[config.mk]
export PLATFORM = sky130hd
export DESIGN_NAME = tlcs_divider
export DESIGN_NICKNAME = d
export VERILOG_FILES = /design/src/design/tlcs_divider.sv
export SDC_FILE = /design/constraint.sdc
export NUM_CORES = 1
export LEC_CHECK = 0
export BUFFER_PORTS_ARGS = -buffer_cell sky130_fd_sc_hd__clkbuf_2
export CAP_MARGIN = 20
export CORE_ASPECT_RATIO = 2
export CORE_UTILIZATION = 40
export CTS_CLUSTER_SIZE = 12
export DETAILED_ROUTE_END_ITERATION = 7
export SYNTH_ARGS = -nofsm -noshare
export SYNTH_HDL_FRONTEND = slang
export SYNTH_SLANG_ARGS = --single-unit
[constraint.sdc]
create_clock -name clk -period 5 [get_ports clk]
set_input_delay 0.25 -clock clk [delete_from_list [all_inputs] [get_ports clk]]
set_output_delay 0.25 -clock clk [all_outputs]
set_load 0.01 [all_outputs]
[src/design/tlcs_divider.sv]
// Restoring serial divider, one quotient bit per cycle, unsigned.
// Uses no package items.
module tlcs_divider #(
  parameter int W = 40
) (
  input  logic         clk,
  input  logic         rst,
  input  logic         start,
  input  logic [W-1:0] dividend,
  input  logic [W-1:0] divisor,
  output logic         done,
  output logic [W-1:0] quotient
);
  localparam int CW = $clog2(W + 1);
  logic [W-1:0]  rem;
  logic [W-1:0]  dvs;
  logic [CW-1:0] count;
  logic          busy;
  logic [W:0]    trial;

  assign trial = {rem[W-1:0], quotient[W-1]} - {1'b0, dvs};

  always_ff @(posedge clk) begin
    if (rst) begin
      busy <= 1'b0;
      done <= 1'b0;
    end else begin
      done <= 1'b0;
      if (start) begin
        busy     <= 1'b1;
        rem      <= '0;
        dvs      <= divisor;
        quotient <= dividend;
        count    <= CW'(W);
      end else if (busy) begin
        if (!trial[W]) begin
          rem      <= trial[W-1:0];
          quotient <= {quotient[W-2:0], 1'b1};
        end else begin
          rem      <= {rem[W-2:0], quotient[W-1]};
          quotient <= {quotient[W-2:0], 1'b0};
        end
        count <= count - 1'b1;
        if (count == CW'(1)) begin
          busy <= 1'b0;
          done <= 1'b1;
        end
      end
    end
  end
endmodule

==> results.json <==
{
  "busiest_layer": "met2",
  "synth_edf_count": 126,
  "finalCritPeriodShare_pct": 69.53,
  "finalPower_mw": 3.594,
  "grt_first_pass_wirelength_mm": 28.72,
  "slew-limit-headroom_pct": 34.09,
  "synth.mux.area_fraction_pct": 10.22,
  "antenna_cells": 0,
  "synth_nets": 785,
  "met1_usage_pct": 18.93,
  "grt_start_max_net_pins": 70,
  "max-clock-path-buffers": 2,
  "yosys-top-cells-area": "edfxtp_1 51%, ha_1 7.0%, mux2_2 5.9%",
  "cts_buffers": 17,
  "clk_latency_ps": 430,
  "crit_path_cell_trace": "inv_1 > ha_1 > fa_1 > nand2b_1 > a21oi_1 > o211a_1 > o21ai_2 > nand4b_4 > a31oi_4 > o31ai_4 > xor2_4 > buf_4 > mux2i_1 > nor2_1",
  "fin_ws_ps": 1524,
  "synth_top_family_by_area": "compound AO/OA/AOI/OAI gates",
  "p_sw_mw": 1.048,
  "antenna_found_initial": 0,
  "cp-end-kind": "flip-flop",
  "dp_slack_ps": 1486,
  "core_area_um2": 18310,
  "cp.required_ps": 5150,
  "htreeDepth": 4,
  "initial_core_util_pct": 40.87,
  "drv_cap": 0,
  "slew_viol_final": 0,
  "hp-start": "rst",
  "tritoncts": "done",
  "dieArea_um2": 19290,
  "power_frac_comb_pct": 25.7,
  "synth_top_area_share_pct": 50.57,
  "cp-start-kind": "flip-flop",
  "vias_per_cell": 5.406,
  "synth-xor-area-share_pct": 4.548,
  "powerDensity_nw_per_um2": 384.7,
  "met3_usage_pct": 4.653,
  "io_buffers": 123,
  "wl_mm": 17.43,
  "drive_above_1_share_pct": 25.33,
  "yosysWarnings": 0,
  "rsz0062_at_grt": "no",
  "critPathBufInv": 2,
  "netlist-cell-type-count": 64,
  "die_y_um": 195.4,
  "worstSetupPathType": "flip-flop to flip-flop",
  "r2r-start": "quotient[39]",
  "p_leak_nw": 3.958,
  "ys_seq_area_share_pct": 51.10,
  "finClkSkew_ps": 9.854,
  "yosys.area_share.simple_pct": 10.25,
  "hp-class": "primary input to flip-flop",
  "fin_crit_ps": 3476,
  "die_w_um": 98.71,
  "grt.overflow.total": 0,
  "grt_use_met2_pct": 37.40,
  "place_hpwl_mm": 12.55,
  "critical_path.max_stage_delay_ps": 400,
  "status": "completed",
  "pwr-share-seq_pct": 37.6,
  "vias": 5671,
  "switching_share_pct": 29.15,
  "grt.total_usage_pct": 19.35,
  "finalSetupViolCount": 0,
  "critical-path-top-delay-family": "compound AO/OA/AOI/OAI gates",
  "yosysTopAreaCell": "edfxtp_1",
  "syn_inst": 659,
  "clkTransAtPathRegs_ps": 60,
  "top_level_ports": 124,
  "clock-root-buffer": "clkbuf_16",
  "routedWlPerCell_um": 16.62,
  "tns_ps": 0,
  "syn_avg_cell_area_um2": 11.35,
  "cts.sinks": 128,
  "postCtsSetupRepairBufs": 0,
  "drt_pass1_iterations": 4,
  "synthArstFlopShare_pct": 0,
  "synth-compound-area-share_pct": 12.39,
  "synth-main-ff-cell": "edfxtp_1",
  "slowest_stage": "fa_1",
  "hold_viol": 0,
  "startpoint": "quotient[39]",
  "first_global_vias": 6118,
  "internal_power_mw": 2.546,
  "cts_repair_resize_count": 0,
  "tightest_slew_ps": 986.3,
  "ys_ff_latch": 128,
  "ant_nets": 0,
  "syn_to_final_growth_pct": 24.85,
  "clockPowerShare_pct": 36.7,
  "fmax_mhz": 287.7,
  "nets": 947,
  "drt_iter0_drc": 240,
  "core.rowCount": 70,
  "drc": 0,
  "syn_area_um2": 7482,
  "crit_arrival_ps": 3630,
  "synth_adder_area_share_pct": 7.291,
  "vdd_ir_drop_max_v": 0.0002669,
  "cp_max_fo": 26,
  "gp_congestion": 0.8711
}
-- power groups by stage --
stage	logic (mW)	clock network, mW	registers (mW)
finish	0.925	1.32	1.35
floorplan	0.682	0	1.37
CTS	0.928	1.35	1.35
global route	1.02	1.39	1.36
detailed placement	0.900	0	1.37
global placement	0.881	0	1.37
-- layout by cell type, fill, tap and decap left out, types with 3 or more instances in the layout --
master	instances
mux2i_1	31
o21bai_1	7
xnor2_1	27
o2111ai_1	4
a21o_1	11
o21a_1	8
nand2b_1	7
bufinv_16	4
and3_1	4
clkbuf_16	17
nand4_1	3
nor2b_1	4
a211oi_1	6
buf_4	4
dlygate4sd3_1	40
a21oi_1	46
mux2_2	39
ha_1	42
nor3_1	7
a211o_1	4
o21ai_0	21
and4_1	4
nand2_1	42
nor2_1	64
a31oi_1	4
inv_1	52
clkinvlp_4	4
edfxtp_1	126
nand3_1	10
clkbuf_2	122
xor2_1	10
o211ai_1	7
-- flip-flops by register name, summed over array words and instances (netlist names) --
name	count
dvs	40
quotient	40
rem	40
count	6
busy	1
done	1
-- final timing paths --
check / endpoint / slack (ps) / cells after the start
setup / recovery: rem[29] / 1520 / 14
setup reg to reg: rem[29] / 1520 / 14
hold reg to reg: done / 520 / 1
hold / removal: busy / 100 / 2
-- synth_stat cells, types with 8 or more instances --
master	n
inv_1	52
xnor2_1	27
o21a_1	8
mux2i_1	31
a21oi_1	46
clkbuf_1	16
nand3_1	10
o21ai_0	21
nor2_1	66
mux2_2	39
edfxtp_1	126
xor2_1	10
a21o_1	11
nand2_1	42
ha_1	42
-- logic make-up after synthesis --
group,Yosys count
and+or+nand+nor,163
AOI/OAI and AO/OA,139
DFF,128
buffers and inverters,77
muxes,71
adders and majority gates,43
xor gates and xnor gates,38
-- stage by stage --
stage          util (%)  instance area [um^2]  hold WS, ps  cells
6_report          51.03                  9341        98.86   1049
4_1_cts           51.03                  9341        78.34   1049
2_1_floorplan         -                  7482        322.1    659
3_3_place_gp      45.48                  8325        426.7    978
3_5_place_dp      45.48                  8325        428.6    978
5_1_grt           51.03                  9341        86.74   1049
-- metal layers --
layer,vias up,share of wire [%]
li1,2747,-
met1,2736,38
met2,162,56
met3,26,4.2
met4,0,2.2
met5,-,0
-- area by class of cell --
class,instances,area [um^2]
Inverter,52,195.2
Tap cell,216,270.3
Fill cell,1647,8964
Clock inverter,14,190.2
Sequential cell,128,3824
Multi-Input combinational cell,454,3371
Timing Repair Buffer,168,1066
Clock buffer,17,425.4
-- what timing repair did --
item	in CTS	in global routing
endpoints found under the hold margin	40	0
hold buffers	40	0
setup endpoints to repair	0	0
Power figures use the tool's default switching activity.
